--- config.mk ---
export PLATFORM = sky130hd
export DESIGN_NAME = epoch_seconds_to_date_text_unit
export DESIGN_NICKNAME = d
export VERILOG_FILES = /design/src/design/edt_pkg.sv /design/src/design/edt_cfg_regs.sv /design/src/design/edt_time_split.sv /design/src/design/edt_civil.sv /design/src/design/edt_text.sv /design/src/design/epoch_seconds_to_date_text_unit.sv
export SDC_FILE = /design/constraint.sdc
export NUM_CORES = 2
export LEC_CHECK = 0
export BUFFER_PORTS_ARGS = -buffer_cell sky130_fd_sc_hd__buf_2
export CAP_MARGIN = 0
export CORE_ASPECT_RATIO = 1.1
export CORE_MARGIN = 1.5
export CORE_UTILIZATION = 64
export CTS_BUF_LIST = sky130_fd_sc_hd__clkbuf_8 sky130_fd_sc_hd__clkbuf_16
export DETAILED_ROUTE_END_ITERATION = 10
export PLACE_DENSITY_LB_ADDON = 0.15
export SLEW_MARGIN = 20
export SYNTH_ARGS = -nofsm -noshare
export SYNTH_HDL_FRONTEND = slang
export SYNTH_SLANG_ARGS = --single-unit
--- constraint.sdc ---
create_clock -name clk -period 11.7 [get_ports clk]
set_input_delay 1.17 -clock clk [delete_from_list [all_inputs] [get_ports clk]]
set_output_delay 1.17 -clock clk [all_outputs]
set_load 0.01 [all_outputs]
--- src/design/edt_pkg.sv ---
`default_nettype none
package edt_pkg;

  localparam int SPLIT_STAGES = 7;
  localparam int CIVIL_STAGES = 6;
  localparam int TEXT_STAGES  = 2;
  localparam int STAGES       = SPLIT_STAGES + CIVIL_STAGES + TEXT_STAGES + 1;

  localparam int CFG_ADDR_W = 3;
  localparam int CFG_DATA_W = 32;

  typedef enum logic {
    REG_ZONE = 1'b0,
    REG_YEAR = 1'b1
  } cfg_reg_t;

  localparam logic [32:0] SECS_PER_DAY  = 33'd86400;
  localparam logic [16:0] SECS_PER_HOUR = 17'd3600;
  localparam logic [16:0] SECS_PER_MIN  = 17'd60;

  localparam logic [19:0] DAYS_TO_MARCH0 = 20'd719468;
  localparam logic [19:0] ERA4_START     = 20'd584388;
  localparam logic [19:0] ERA5_START     = 20'd730485;
  localparam logic [17:0] DAYS_PER_100Y  = 18'd36524;
  localparam logic [17:0] LAST_DOE       = 18'd146096;
  localparam logic [17:0] DAYS_PER_YEAR  = 18'd365;
  localparam logic [11:0] ERA4_YEAR      = 12'd1600;
  localparam logic [11:0] ERA5_YEAR      = 12'd2000;

  // Reciprocals for division by constants: quotient = (x * M) >> S.
  localparam int DIV675_S = 36;
  localparam logic [26:0] DIV675_M = 27'((64'd1 << DIV675_S) / 64'd675 + 64'd1);
  localparam int DIV225_S = 21;
  localparam logic [13:0] DIV225_M = 14'((64'd1 << DIV225_S) / 64'd225 + 64'd1);
  localparam int DIV15_S = 14;
  localparam logic [10:0] DIV15_M = 11'((64'd1 << DIV15_S) / 64'd15 + 64'd1);
  localparam int DIV365A_S = 25;
  localparam logic [16:0] DIV365A_M = 17'((64'd1 << DIV365A_S) / 64'd365 + 64'd1);
  localparam int DIV365B_S = 27;
  localparam logic [18:0] DIV365B_M = 19'((64'd1 << DIV365B_S) / 64'd365 + 64'd1);
  localparam int DIV100A_S = 16;
  localparam logic [9:0] DIV100A_M = 10'((64'd1 << DIV100A_S) / 64'd100 + 64'd1);
  localparam int DIV100B_S = 19;
  localparam logic [12:0] DIV100B_M = 13'((64'd1 << DIV100B_S) / 64'd100 + 64'd1);

  // First day of each month counted from March, as (153 * m + 2) / 5.
  localparam logic [8:0] MONTH_START [12] = '{
    9'd0, 9'd31, 9'd61, 9'd92, 9'd122, 9'd153,
    9'd184, 9'd214, 9'd245, 9'd275, 9'd306, 9'd337
  };

  localparam logic [7:0] ASCII_SPACE = 8'h20;
  localparam logic [7:0] ASCII_COLON = 8'h3A;
  localparam logic [3:0] ASCII_DIGIT_HI = 4'h3;

  typedef struct packed {
    logic signed [10:0] zone;
    logic [15:0]        cur_year;
  } cfg_t;

  typedef struct packed {
    logic        rej;
    logic [16:0] days;
    logic [4:0]  hour;
    logic [5:0]  minute;
  } tsplit_t;

  typedef struct packed {
    logic        rej;
    logic [4:0]  hour;
    logic [5:0]  minute;
    logic [11:0] year;
    logic [3:0]  month;
    logic [4:0]  day;
  } civil_t;

  typedef struct packed {
    logic        valid_res;
    logic [63:0] text_head;
    logic [31:0] text_tail;
    logic        shows_year;
    logic [11:0] year;
    logic [3:0]  month;
    logic [4:0]  day;
    logic [4:0]  hour;
    logic [5:0]  minute;
  } result_t;

  function automatic logic [23:0] month_abbr(input logic [3:0] mo);
    logic [23:0] s;
    case (mo)
      4'd1:    s = "Jan";
      4'd2:    s = "Feb";
      4'd3:    s = "Mar";
      4'd4:    s = "Apr";
      4'd5:    s = "May";
      4'd6:    s = "Jun";
      4'd7:    s = "Jul";
      4'd8:    s = "Aug";
      4'd9:    s = "Sep";
      4'd10:   s = "Oct";
      4'd11:   s = "Nov";
      4'd12:   s = "Dec";
      default: s = 24'h0;
    endcase
    return s;
  endfunction

  // Two ASCII digits of a value below one hundred.
  function automatic logic [15:0] two_digits(input logic [6:0] v);
    logic [14:0] p;
    logic [3:0]  tens;
    logic [3:0]  ones;
    p    = 15'(v) * 15'd205;
    tens = p[14:11];
    ones = 4'(v - ({3'b0, tens} << 3) - ({3'b0, tens} << 1));
    return {ASCII_DIGIT_HI, tens, ASCII_DIGIT_HI, ones};
  endfunction

endpackage
`default_nettype wire

--- src/design/edt_cfg_regs.sv ---
`default_nettype none
module edt_cfg_regs (
  input  wire logic                             clk,
  input  wire logic                             rst_n,
  input  wire logic                             psel,
  input  wire logic                             penable,
  input  wire logic                             pwrite,
  input  wire logic [edt_pkg::CFG_ADDR_W-1:0]   paddr,
  input  wire logic [edt_pkg::CFG_DATA_W-1:0]   pwdata,
  output logic      [edt_pkg::CFG_DATA_W-1:0]   prdata,
  output logic                                  pready,
  output edt_pkg::cfg_t                         cfg
);

  edt_pkg::cfg_t    cfg_r;
  edt_pkg::cfg_reg_t reg_sel;
  logic             wr_en;

  assign reg_sel = edt_pkg::cfg_reg_t'(paddr[2]);
  assign wr_en   = psel && penable && pwrite;
  assign pready  = 1'b1;
  assign cfg     = cfg_r;

  always_ff @(posedge clk) begin
    if (!rst_n) begin
      cfg_r.zone     <= '0;
      cfg_r.cur_year <= '0;
    end else if (wr_en) begin
      unique case (reg_sel)
        edt_pkg::REG_ZONE: cfg_r.zone     <= $signed(pwdata[10:0]);
        edt_pkg::REG_YEAR: cfg_r.cur_year <= pwdata[15:0];
        default: ;
      endcase
    end
  end

  always_comb begin
    unique case (reg_sel)
      edt_pkg::REG_ZONE: prdata = {21'b0, $unsigned(cfg_r.zone)};
      edt_pkg::REG_YEAR: prdata = {16'b0, cfg_r.cur_year};
      default:           prdata = '0;
    endcase
  end

endmodule
`default_nettype wire

--- src/design/edt_time_split.sv ---
`default_nettype none
module edt_time_split (
  input  wire logic                             clk,
  input  wire logic [edt_pkg::SPLIT_STAGES-1:0] load,
  input  wire logic [63:0]                      timestamp,
  input  wire logic signed [10:0]               zone,
  output edt_pkg::tsplit_t                      res
);

  logic [63:0] ts_r;

  logic        off_neg;
  logic [10:0] off_mag;
  logic [16:0] off_secs;
  logic        rej1_nxt;
  logic [32:0] secs1_nxt;
  logic        rej1_r;
  logic [32:0] secs1_r;

  logic [52:0] days_prod;
  logic        rej2_r;
  logic [32:0] secs2_r;
  logic [16:0] days2_r;

  logic [32:0] rem_full;
  logic        rej3_r;
  logic [16:0] days3_r;
  logic [16:0] rem3_r;

  logic [26:0] hr_prod;
  logic        rej4_r;
  logic [16:0] days4_r;
  logic [16:0] rem4_r;
  logic [4:0]  hr4_r;

  logic [16:0] rem_min;
  logic        rej5_r;
  logic [16:0] days5_r;
  logic [4:0]  hr5_r;
  logic [11:0] rem5_r;

  logic [20:0]      mn_prod;
  edt_pkg::tsplit_t res_nxt;
  edt_pkg::tsplit_t res_r;

  always_comb begin
    off_neg   = zone[10];
    off_mag   = off_neg ? (~$unsigned(zone) + 11'd1) : $unsigned(zone);
    off_secs  = 17'(off_mag) * edt_pkg::SECS_PER_MIN;
    rej1_nxt  = (|ts_r[63:32]) || (ts_r == 64'd0) ||
                (off_neg && ({1'b0, ts_r[31:0]} < {16'b0, off_secs}));
    secs1_nxt = off_neg ? ({1'b0, ts_r[31:0]} - {16'b0, off_secs})
                        : ({1'b0, ts_r[31:0]} + {16'b0, off_secs});
  end

  assign days_prod = 53'(secs1_r[32:7]) * 53'(edt_pkg::DIV675_M);
  assign rem_full  = secs2_r - (33'(days2_r) * edt_pkg::SECS_PER_DAY);
  assign hr_prod   = 27'(rem3_r[16:4]) * 27'(edt_pkg::DIV225_M);
  assign rem_min   = rem4_r - (17'(hr4_r) * edt_pkg::SECS_PER_HOUR);
  assign mn_prod   = 21'(rem5_r[11:2]) * 21'(edt_pkg::DIV15_M);

  always_comb begin
    res_nxt.rej    = rej5_r;
    res_nxt.days   = days5_r;
    res_nxt.hour   = hr5_r;
    res_nxt.minute = mn_prod[19:14];
  end

  always_ff @(posedge clk) begin
    if (load[0]) begin
      ts_r <= timestamp;
    end
    if (load[1]) begin
      rej1_r  <= rej1_nxt;
      secs1_r <= secs1_nxt;
    end
    if (load[2]) begin
      rej2_r  <= rej1_r;
      secs2_r <= secs1_r;
      days2_r <= days_prod[52:36];
    end
    if (load[3]) begin
      rej3_r  <= rej2_r;
      days3_r <= days2_r;
      rem3_r  <= rem_full[16:0];
    end
    if (load[4]) begin
      rej4_r  <= rej3_r;
      days4_r <= days3_r;
      rem4_r  <= rem3_r;
      hr4_r   <= hr_prod[25:21];
    end
    if (load[5]) begin
      rej5_r  <= rej4_r;
      days5_r <= days4_r;
      hr5_r   <= hr4_r;
      rem5_r  <= rem_min[11:0];
    end
    if (load[6]) begin
      res_r <= res_nxt;
    end
  end

  assign res = res_r;

endmodule
`default_nettype wire

--- src/design/edt_civil.sv ---
`default_nettype none
module edt_civil (
  input  wire logic                             clk,
  input  wire logic [edt_pkg::CIVIL_STAGES-1:0] load,
  input  wire edt_pkg::tsplit_t                 tsp,
  output edt_pkg::civil_t                       res
);

  logic [19:0] z;
  logic        era_hi;
  logic [19:0] doe_full;

  edt_pkg::tsplit_t t7_r, t8_r, t9_r, t10_r, t11_r;
  logic        era7_r, era8_r, era9_r, era10_r, era11_r;
  logic [17:0] doe7_r, doe8_r, doe9_r, doe10_r;

  logic [32:0] c1_prod;
  logic [2:0]  c2;
  logic        c3;
  logic [17:0] tsum_nxt;
  logic [17:0] tsum8_r;

  logic [36:0] yoe_prod;
  logic [8:0]  yoe9_r, yoe10_r, yoe11_r;

  logic [18:0] y100_prod;
  logic [2:0]  y100_10_r;

  logic [17:0] doy_full;
  logic [8:0]  doy11_r;

  logic [3:0]      mp;
  logic [8:0]      day_full;
  edt_pkg::civil_t res_nxt;
  edt_pkg::civil_t res_r;

  always_comb begin
    z        = 20'(tsp.days) + edt_pkg::DAYS_TO_MARCH0;
    era_hi   = z >= edt_pkg::ERA5_START;
    doe_full = z - (era_hi ? edt_pkg::ERA5_START : edt_pkg::ERA4_START);
  end

  always_comb begin
    c1_prod  = 33'(doe7_r[17:2]) * 33'(edt_pkg::DIV365A_M);
    c2       = 3'(doe7_r >= edt_pkg::DAYS_PER_100Y) +
               3'(doe7_r >= 18'(2 * 36524)) +
               3'(doe7_r >= 18'(3 * 36524)) +
               3'(doe7_r >= edt_pkg::LAST_DOE);
    c3       = doe7_r == edt_pkg::LAST_DOE;
    tsum_nxt = doe7_r - 18'(c1_prod[31:25]) + 18'(c2) - 18'(c3);
  end

  assign yoe_prod  = 37'(tsum8_r) * 37'(edt_pkg::DIV365B_M);
  assign y100_prod = 19'(yoe9_r) * 19'(edt_pkg::DIV100A_M);
  assign doy_full  = doe10_r - ((18'(yoe10_r) * edt_pkg::DAYS_PER_YEAR) +
                                18'(yoe10_r[8:2]) - 18'(y100_10_r));

  always_comb begin
    mp = '0;
    for (int m = 1; m < 12; m++) begin
      mp = mp + 4'(doy11_r >= edt_pkg::MONTH_START[m]);
    end
    day_full       = doy11_r - edt_pkg::MONTH_START[mp] + 9'd1;
    res_nxt.rej    = t11_r.rej;
    res_nxt.hour   = t11_r.hour;
    res_nxt.minute = t11_r.minute;
    res_nxt.day    = day_full[4:0];
    res_nxt.month  = (mp < 4'd10) ? (mp + 4'd3) : (mp - 4'd9);
    res_nxt.year   = 12'(yoe11_r) + (era11_r ? edt_pkg::ERA5_YEAR : edt_pkg::ERA4_YEAR) +
                     12'(mp >= 4'd10);
  end

  always_ff @(posedge clk) begin
    if (load[0]) begin
      t7_r   <= tsp;
      era7_r <= era_hi;
      doe7_r <= doe_full[17:0];
    end
    if (load[1]) begin
      t8_r    <= t7_r;
      era8_r  <= era7_r;
      doe8_r  <= doe7_r;
      tsum8_r <= tsum_nxt;
    end
    if (load[2]) begin
      t9_r   <= t8_r;
      era9_r <= era8_r;
      doe9_r <= doe8_r;
      yoe9_r <= yoe_prod[35:27];
    end
    if (load[3]) begin
      t10_r     <= t9_r;
      era10_r   <= era9_r;
      doe10_r   <= doe9_r;
      yoe10_r   <= yoe9_r;
      y100_10_r <= y100_prod[18:16];
    end
    if (load[4]) begin
      t11_r   <= t10_r;
      era11_r <= era10_r;
      yoe11_r <= yoe10_r;
      doy11_r <= doy_full[8:0];
    end
    if (load[5]) begin
      res_r <= res_nxt;
    end
  end

  assign res = res_r;

endmodule
`default_nettype wire

--- src/design/edt_text.sv ---
`default_nettype none
module edt_text (
  input  wire logic                            clk,
  input  wire logic [edt_pkg::TEXT_STAGES-1:0] load,
  input  wire edt_pkg::civil_t                 civ,
  input  wire logic [15:0]                     cur_year,
  output edt_pkg::result_t                     res
);

  logic [24:0]     cent_prod;
  edt_pkg::civil_t civ13_r, civ14_r;
  logic [5:0]      cent13_r, cent14_r;
  logic [11:0]     ylo_full;
  logic [6:0]      ylo14_r;

  logic [15:0] day2, hr2, mn2, cent2, ylo2;
  logic        year_form;
  logic [63:0] head;
  logic [31:0] tail;

  assign cent_prod = 25'(civ.year) * 25'(edt_pkg::DIV100B_M);
  assign ylo_full  = civ13_r.year - (12'(cent13_r) * 12'd100);

  always_comb begin
    day2      = edt_pkg::two_digits(7'(civ14_r.day));
    hr2       = edt_pkg::two_digits(7'(civ14_r.hour));
    mn2       = edt_pkg::two_digits(7'(civ14_r.minute));
    cent2     = edt_pkg::two_digits(7'(cent14_r));
    ylo2      = edt_pkg::two_digits(ylo14_r);
    year_form = (cur_year != 16'd0) && (16'(civ14_r.year) != cur_year);
    head      = {edt_pkg::month_abbr(civ14_r.month), edt_pkg::ASCII_SPACE, day2,
                 edt_pkg::ASCII_SPACE, year_form ? edt_pkg::ASCII_SPACE : hr2[15:8]};
    tail      = year_form ? {cent2, ylo2} : {hr2[7:0], edt_pkg::ASCII_COLON, mn2};
    if (civ14_r.rej) begin
      res = '0;
    end else begin
      res.valid_res  = 1'b1;
      res.text_head  = head;
      res.text_tail  = tail;
      res.shows_year = year_form;
      res.year       = civ14_r.year;
      res.month      = civ14_r.month;
      res.day        = civ14_r.day;
      res.hour       = civ14_r.hour;
      res.minute     = civ14_r.minute;
    end
  end

  always_ff @(posedge clk) begin
    if (load[0]) begin
      civ13_r  <= civ;
      cent13_r <= cent_prod[24:19];
    end
    if (load[1]) begin
      civ14_r  <= civ13_r;
      cent14_r <= cent13_r;
      ylo14_r  <= ylo_full[6:0];
    end
  end

endmodule
`default_nettype wire

--- src/design/epoch_seconds_to_date_text_unit.sv ---
`default_nettype none
// Converts a Unix timestamp in seconds into a twelve-character local date label,
// "Mon DD HH:MM" when the date falls in the configured current year (or that year
// is zero) and "Mon DD  YYYY" otherwise, together with the decoded year, month,
// day, hour and minute. Timestamps with any of the upper 32 bits set, a zero
// timestamp, or one that a negative zone offset would carry before the epoch give
// a result with valid_res clear and every other field zero. The block takes a new
// request every clock cycle while in_stall is low. The pipeline is built around
// the chain of constant-reciprocal multiplications (days, hours, minutes,
// leap-day correction, year of era, centuries, century digits), each of which is
// followed by a pipeline register. Stages holding no request close up while the
// output is stalled, so requests keep being taken until the pipeline is full.
module epoch_seconds_to_date_text_unit (
  input  wire logic                           clk,
  input  wire logic                           rst_n,
  input  wire logic                           in_valid,
  output logic                                in_stall,
  input  wire logic [63:0]                    in_timestamp,
  output logic                                out_valid,
  input  wire logic                           out_stall,
  output logic                                out_valid_res,
  output logic      [63:0]                    out_text_head,
  output logic      [31:0]                    out_text_tail,
  output logic                                out_shows_year,
  output logic      [11:0]                    out_year,
  output logic      [3:0]                     out_month,
  output logic      [4:0]                     out_day,
  output logic      [4:0]                     out_hour,
  output logic      [5:0]                     out_minute,
  input  wire logic                           psel,
  input  wire logic                           penable,
  input  wire logic                           pwrite,
  input  wire logic [edt_pkg::CFG_ADDR_W-1:0] paddr,
  input  wire logic [edt_pkg::CFG_DATA_W-1:0] pwdata,
  output logic      [edt_pkg::CFG_DATA_W-1:0] prdata,
  output logic                                pready
);

  localparam int CivilLo = edt_pkg::SPLIT_STAGES;
  localparam int TextLo  = CivilLo + edt_pkg::CIVIL_STAGES;
  localparam int OutIdx  = edt_pkg::STAGES - 1;

  edt_pkg::cfg_t              cfg;
  edt_pkg::tsplit_t           tsp;
  edt_pkg::civil_t            civ;
  edt_pkg::result_t           res_nxt;
  edt_pkg::result_t           res_r;
  logic [edt_pkg::STAGES-1:0] v_r;
  logic [edt_pkg::STAGES-1:0] load;

  edt_cfg_regs u_cfg (
    .clk     (clk),
    .rst_n   (rst_n),
    .psel    (psel),
    .penable (penable),
    .pwrite  (pwrite),
    .paddr   (paddr),
    .pwdata  (pwdata),
    .prdata  (prdata),
    .pready  (pready),
    .cfg     (cfg)
  );

  edt_time_split u_split (
    .clk       (clk),
    .load      (load[CivilLo-1:0]),
    .timestamp (in_timestamp),
    .zone      (cfg.zone),
    .res       (tsp)
  );

  edt_civil u_civil (
    .clk  (clk),
    .load (load[TextLo-1:CivilLo]),
    .tsp  (tsp),
    .res  (civ)
  );

  edt_text u_text (
    .clk      (clk),
    .load     (load[OutIdx-1:TextLo]),
    .civ      (civ),
    .cur_year (cfg.cur_year),
    .res      (res_nxt)
  );

  // A stage may load when the output moves or it or some later stage is empty.
  for (genvar g = 0; g < edt_pkg::STAGES; g++) begin : g_load
    assign load[g] = !out_stall || !(&v_r[OutIdx:g]);
  end

  always_ff @(posedge clk) begin
    if (!rst_n) begin
      v_r <= '0;
    end else begin
      if (load[0]) begin
        v_r[0] <= in_valid;
      end
      for (int i = 1; i < edt_pkg::STAGES; i++) begin
        if (load[i]) begin
          v_r[i] <= v_r[i-1];
        end
      end
    end
  end

  always_ff @(posedge clk) begin
    if (load[OutIdx]) begin
      res_r <= res_nxt;
    end
  end

  assign in_stall       = !load[0];
  assign out_valid      = v_r[OutIdx];
  assign out_valid_res  = res_r.valid_res;
  assign out_text_head  = res_r.text_head;
  assign out_text_tail  = res_r.text_tail;
  assign out_shows_year = res_r.shows_year;
  assign out_year       = res_r.year;
  assign out_month      = res_r.month;
  assign out_day        = res_r.day;
  assign out_hour       = res_r.hour;
  assign out_minute     = res_r.minute;

endmodule
`default_nettype wire

# Word-level counts from Yosys, hierarchy flattened

Memory sizes are Yosys's and may differ from the RTL's. A register that Yosys moved wholly into a read port is not among the register bits.
Cells that the tools add are included.

Bits in registers: 725
ROM bits: 464
Input port bits: 106
Output and inout port bits: 165
Logic and storage cells: 265
Memories: 2

Memories:

| name             | depth | bits a word | rd ports | clocked after Yosys merged registers in | wr ports | line            | RTL |
|---|---|---|---|---|---|---|---|
| (name not given) | 16    | 20          | 1        | 1                                       | 0        | edt_pkg.sv:91   | `case (mo)` |
| (name not given) | 16    | 9           | 1        | 0                                       | 0        | edt_civil.sv:63 | `day_full = doy11_r - edt_pkg::MONTH_START[mp] + 9'd1;` |

Add/subtract/negate cells: 43
Multipliers: 17
$lt $le $gt $ge: 20
Equal/unequal tests: 2
Multiplexer cells: 12
Bitwise logic cells: 4
Reduce and logical (&&, ||, !) cells: 62

Operator list:

| operator                                                                 | number |
|---|---|
| 130-bit two-way mux                                                      | 1 |
| 64-bit zero test                                                         | 1 |
| 32-bit case mux with 2 select lines                                      | 1 |
| 26-bit by 27-bit multiplier with 53-bit output (second input constant)   | 1 |
| 4-bit by 1-bit adder with 4-bit output                                   | 9 |
| 18-bit by 17-bit >= comparator with 1-bit output (second input constant) | 2 |
| 9-bit by 8-bit >= comparator with 1-bit output (second input constant)   | 4 |
| 32-bit by 17-bit adder with 33-bit output                                | 1 |
| 18-bit by 16-bit multiplier with 33-bit output (second input constant)   | 1 |
| 33-bit two-way mux                                                       | 1 |
| 32-bit by 17-bit subtractor with 33-bit output                           | 1 |
| 32-bit by 17-bit less-than comparator with 1-bit output                  | 1 |
| 32-bit OR reduction                                                      | 1 |
| 4-bit subtractor                                                         | 8 |
| 16-bit by 16-bit multiplier with 31-bit output (second input constant)   | 1 |
| 6-bit by 8-bit multiplier with 14-bit output (second input constant)     | 2 |
| 28-bit two-way mux                                                       | 1 |
| 9-bit >= comparator (second input constant)                              | 3 |
| 13-bit by 14-bit multiplier with 26-bit output (second input constant)   | 1 |
| 5-bit by 8-bit multiplier with 13-bit output (second input constant)     | 2 |
| 12-bit by 13-bit multiplier with 25-bit output (second input constant)   | 1 |
| 17-bit by 20-bit adder with 20-bit output (second input constant)        | 1 |
| 20-bit >= comparator (second input constant)                             | 1 |
| 10-bit by 11-bit multiplier with 20-bit output (second input constant)   | 1 |
| 65 further kinds                                                         | 113 |

# Longest topological paths before layout

Depth in word-level cells: 17
Gate-level depth with buffers: 35
Gate-level depth less buffers: 35

# Hierarchy

Synthesis repeated with hierarchy kept, for this count alone.

Cells, all modules: 5505
Area total of the unflattened synthesis: 63553.5 µm²

Modules (own cells, without submodules):

| module                          | instances | cells each | area each (µm²) | seq. area each (µm²) |
|---|---|---|---|---|
| edt_time_split                  | 1         | 2237       | 25421.9         | 7717.4 |
| edt_civil                       | 1         | 1846       | 21241.6         | 6005.8 |
| edt_text                        | 1         | 1061       | 10879.2         | 2812.7 |
| epoch_seconds_to_date_text_unit | 1         | 218        | 4644.5          | 4224.1 |
| edt_cfg_regs                    | 1         | 143        | 1366.3          | 540.5 |

# Least setup slack after synthesis

Ideal clock, no wire load.

Path kind: register to register
From: register u_civil.doe7_r[7]
To: register u_civil.tsum8_r[16] (data pin)
Setup time: 0.258 ns
Arrival: 7.948 ns
Required time: 11.442 ns
Setup slack: 3.494 ns
Cell stages (with the launch flop): 36
Path buffers: 0
Clock period less this slack: 8.206 ns
Path through: edfxtp_1 inv_1 fa_1 inv_1 ha_1 fa_1 inv_1 fa_1 inv_1 fa_1 inv_1 fa_1 inv_1 ha_1 a21oi_1 nand2_1 nand2_1 a31oi_1 a221o_1 a21o_1 a21oi_1 o21ai_1 xor2_1 fa_1 fa_1 nand2b_1 fa_1 nor2b_1 o21ai_0 a21boi_0 o211ai_1 a211o_1 nand3_1 a311oi_1 o21bai_1 xnor2_1

Word-level cells in the longest chain between the ends: 6
Elaborated cells on any way between the ends: 12
Those cells by class: add/sub: 6; mul: 1; order compare: 4; eq/ne: 1

RTL lines:

| item                                                                                   | line            | RTL |
|---|---|---|
| start, declared                                                                        | edt_civil.sv:15 | `logic [17:0] doe7_r, doe8_r, doe9_r, doe10_r;` |
| start signal, assigned                                                                 | edt_civil.sv:77 | `doe7_r <= doe_full[17:0];` |
| branches (longest 5 deep; another with 16-bit by 16-bit multiplier with 31-bit output) | -               |  |
| 18-bit by 1-bit subtractor with 18-bit output *                                        | edt_civil.sv:50 | `tsum_nxt = doe7_r - 18'(c1_prod[31:25]) + 18'(c2) - 18'(c3);` |
| named net u_civil.tsum_nxt[16]                                                         | edt_civil.sv:20 | `logic [17:0] tsum_nxt;` |
| end signal, assigned                                                                   | edt_civil.sv:83 | `tsum8_r <= tsum_nxt;` |
| end, declared                                                                          | edt_civil.sv:21 | `logic [17:0] tsum8_r;` |

Mark *: on every way through the listed nets, which the timed path passes.
A chain may end at the register's enable or synchronous reset.

# Final worst setup path

Same ends and word-level chain as after synthesis.

==> results.sh <==
export IMPL_synth_main_ff_cell="edfxtp_1"
export IMPL_dr_total_vias=36170
export IMPL_tritoncts="done"
export IMPL_syn2layout_area_growth_pct=7.536
export IMPL_ys_types=86
export IMPL_cts_repair_resized=0
export IMPL_ys_seq_area_share_pct=32.84
export IMPL_cp_start_kind="register"
export IMPL_synth_top_area_cell="edfxtp_1"
export IMPL_grtUsageTotal_pct=25.87
export IMPL_synth_area_per_cell_um2=11.67
export IMPL_tns_ps=0
export IMPL_cts_inserted_buffers=69
export IMPL_critPathKind="reg -> reg"
export IMPL_holdBufCountCts=0
export IMPL_worstPathArrival_ps=9800
export IMPL_grt_setup_unrepaired="false"
export IMPL_yosysWarnings=0
export IMPL_totalWireLength_mm=119.1
export IMPL_setup_worst_path_end_class="register"
export IMPL_ant_nets=0
export IMPL_drc=0
export IMPL_tightestPinTransition_ps=1076
export IMPL_first_iter_violations=1652
export IMPL_synth_seq_cells=675
export IMPL_gp_congestion=0.9312
export IMPL_synthArstFlopShare_pct=0
export IMPL_final_common_cell="ha_1"
export IMPL_ys_top_cells_by_area="edfxtp_1, ha_1, fa_1"
export IMPL_hpwl_mm=97.47
export IMPL_num_rows=117
export IMPL_drv_slew=0
export IMPL_grt_pass1_vias=37720
export IMPL_placed_area_um2=62170
export IMPL_layout_common_cells="ha_1, inv_1, edfxtp_1, fa_1, buf_2"
export IMPL_ios=271
export IMPL_core_um2=92670
export IMPL_synth_area_um2=59920
export IMPL_design_area_um2=64440
export IMPL_portBuffers=199
export IMPL_setup_violations=0
export IMPL_clockRootBuffer="clkbuf_16"
export IMPL_die_area_um2=95480
export IMPL_path_common_cell="fa_1"
export IMPL_outcome="finished clean"
export IMPL_cp_data_required_time_ps=12060
export IMPL_critPathMaxStageDelay_ps=850
export IMPL_clock_path_buffers=3
export IMPL_grt_pass1_wl_mm=193.0
export IMPL_vias_per_cell=5.421
export IMPL_initial_utilization_pct=64.67
export IMPL_synth_edff_count=616
export IMPL_synth_cells=5137
export IMPL_grt_max_degree=79
export IMPL_critical_path_max_fanout=14
export IMPL_die_h_um=323.9
export IMPL_clock_latency_ps=640
export IMPL_antenna_found_initial=7
export IMPL_fmax_mhz=105.9
export IMPL_cts_htree_levels=3
export IMPL_clock_sinks=675
export IMPL_final_hold_viol_count=0
export IMPL_drv_cap=0
export IMPL_drt_pre_antenna_iters=5
export IMPL_fillers=6719
export IMPL_synth_top_area_share_pct=30.87
export IMPL_postCtsSetupRepairBufs=0
export IMPL_min_period_over_period_pct=80.67
export IMPL_drive_gt1_share_pct=6.881
export IMPL_wl_per_cell_um=17.85
export IMPL_layout_nets=7208
export IMPL_grt_overflow=0
export IMPL_cp_slowest_cell="edfxtp_1"
export IMPL_clock_skew_ps=31.69
export IMPL_cts_clk_slew_worst_paths_ps=60
export IMPL_hold_path_class="reg -> reg"
export IMPL_die_w_um=294.8
export IMPL_final_min_clock_period_ps=9439
export IMPL_max_slew_margin_pct=28.29
[synth_stat cells (8+ instances only)]
cell type,number
xor2_1,73
nand4_1,19
ha_1,1178
and3_1,21
o21bai_1,20
nand3_1,41
o31a_1,8
inv_1,1066
nor2_1,175
fa_1,557
edfxtp_1,616
nor2b_1,68
nand2b_1,31
a21o_1,67
a21oi_1,140
xnor2_1,185
or2_2,12
o31ai_1,14
buf_4,71
nand2_1,199
and2_1,22
or3_1,13
o21ai_1,17
o21a_1,34
o22ai_1,10
nor4_1,21
o21ai_0,75
clkbuf_1,37
mux2i_1,10
dfxtp_1,59
nor3_1,60
a31oi_1,25
a21boi_0,33
mux2_2,10
o211ai_1,14
a211oi_1,25
[metrics by stage]
stage	worst slack, ps	hold WS (ps)	util [%]	std cells
floorplan	3494	400.3	-	5188
global placement	2303	400.4	67.09	6545
detailed placement	2291	404.5	67.09	6545
CTS	2268	392.1	69.53	6670
global route	1823	402.9	69.54	6670
finish	2261	396.8	69.54	6671
[state kept, by name, indices dropped and copies added, names as in the netlist, 15 cells and up]
register,cells
v_r,16
u_split.days5_r,17
u_text.head,16
out_text_head,26
u_split.days4_r,17
u_text.civ14_r,31
out_text_tail,17
u_cfg.cfg,27
u_split.rem3_r,15
u_text.civ13_r,33
u_split.days3_r,17
u_split.secs2_r,15
u_split.ts_r,64
u_split.res,29
u_split.secs1_r,31
u_civil.res,33
u_split.days2_r,17
u_civil.tsum8_r,18
u_civil.doe7_r,18
[metal layers]
metal	wire length (µm)	up-vias	track usage, %
met5	76	-	0
met4	3321	12	7.514
met3	4748	200	3.515
met2	62350	613	47.82
met1	48580	17840	31.32
li1	-	17500	-
[path summary, 6_finish.rpt]
| check | cells after the start | slack, ps | startpoint | end |
|---|---|---|---|---|
| worst max-delay path | 35 | 2260 | u_civil.doe7_r[7] | u_civil.tsum8_r[16] |
| worst min-delay path | 0 | 400 | u_civil.res_nxt[26] | u_civil.res[26] |
| worst max register to register | 35 | 2260 | u_civil.doe7_r[7] | u_civil.tsum8_r[16] |
| worst min register to register | 0 | 400 | u_civil.res_nxt[26] | u_civil.res[26] |
[area by class of cell]
cell class,count,area [µm²],area share [%]
Sequential cell,675,19680,30.54
Multi-Input combinational cell,3333,35760,55.50
Inverter,1068,4009,6.221
Timing Repair Buffer,220,1154,1.790
Clock buffer,73,1793,2.782
Clock inverter,52,474.2,0.7359
Antenna cell,1,2.502,0.003883
Tap cell,1249,1563,2.425
[cell families (layout without fill, tap and decap cells)]
logic type	count (synthesis)	count (layout)	synth area share [%]
fa+ha+maj	1735	1735	43.20
buf+inv	1180	1413	7.840
simple gates	705	705	5.659
flops	675	675	32.84
compound gates	560	560	6.243
xor+xnor	260	260	3.846
mux	20	20	0.3550
other cells	2	54	0.01253
[critical path: cells and delay by family, from the launching register on]
kind | cells | cell delay, ps
flops | 1 | 850
buf+inv | 6 | 500
fa+ha+maj | 10 | 4520
compound gates | 12 | 2270
simple gates | 5 | 590
xor+xnor | 2 | 430
Power is left out: the tool's default activity adds up to more than one toggle a clock period on the data nets, which glitch-free logic cannot reach.
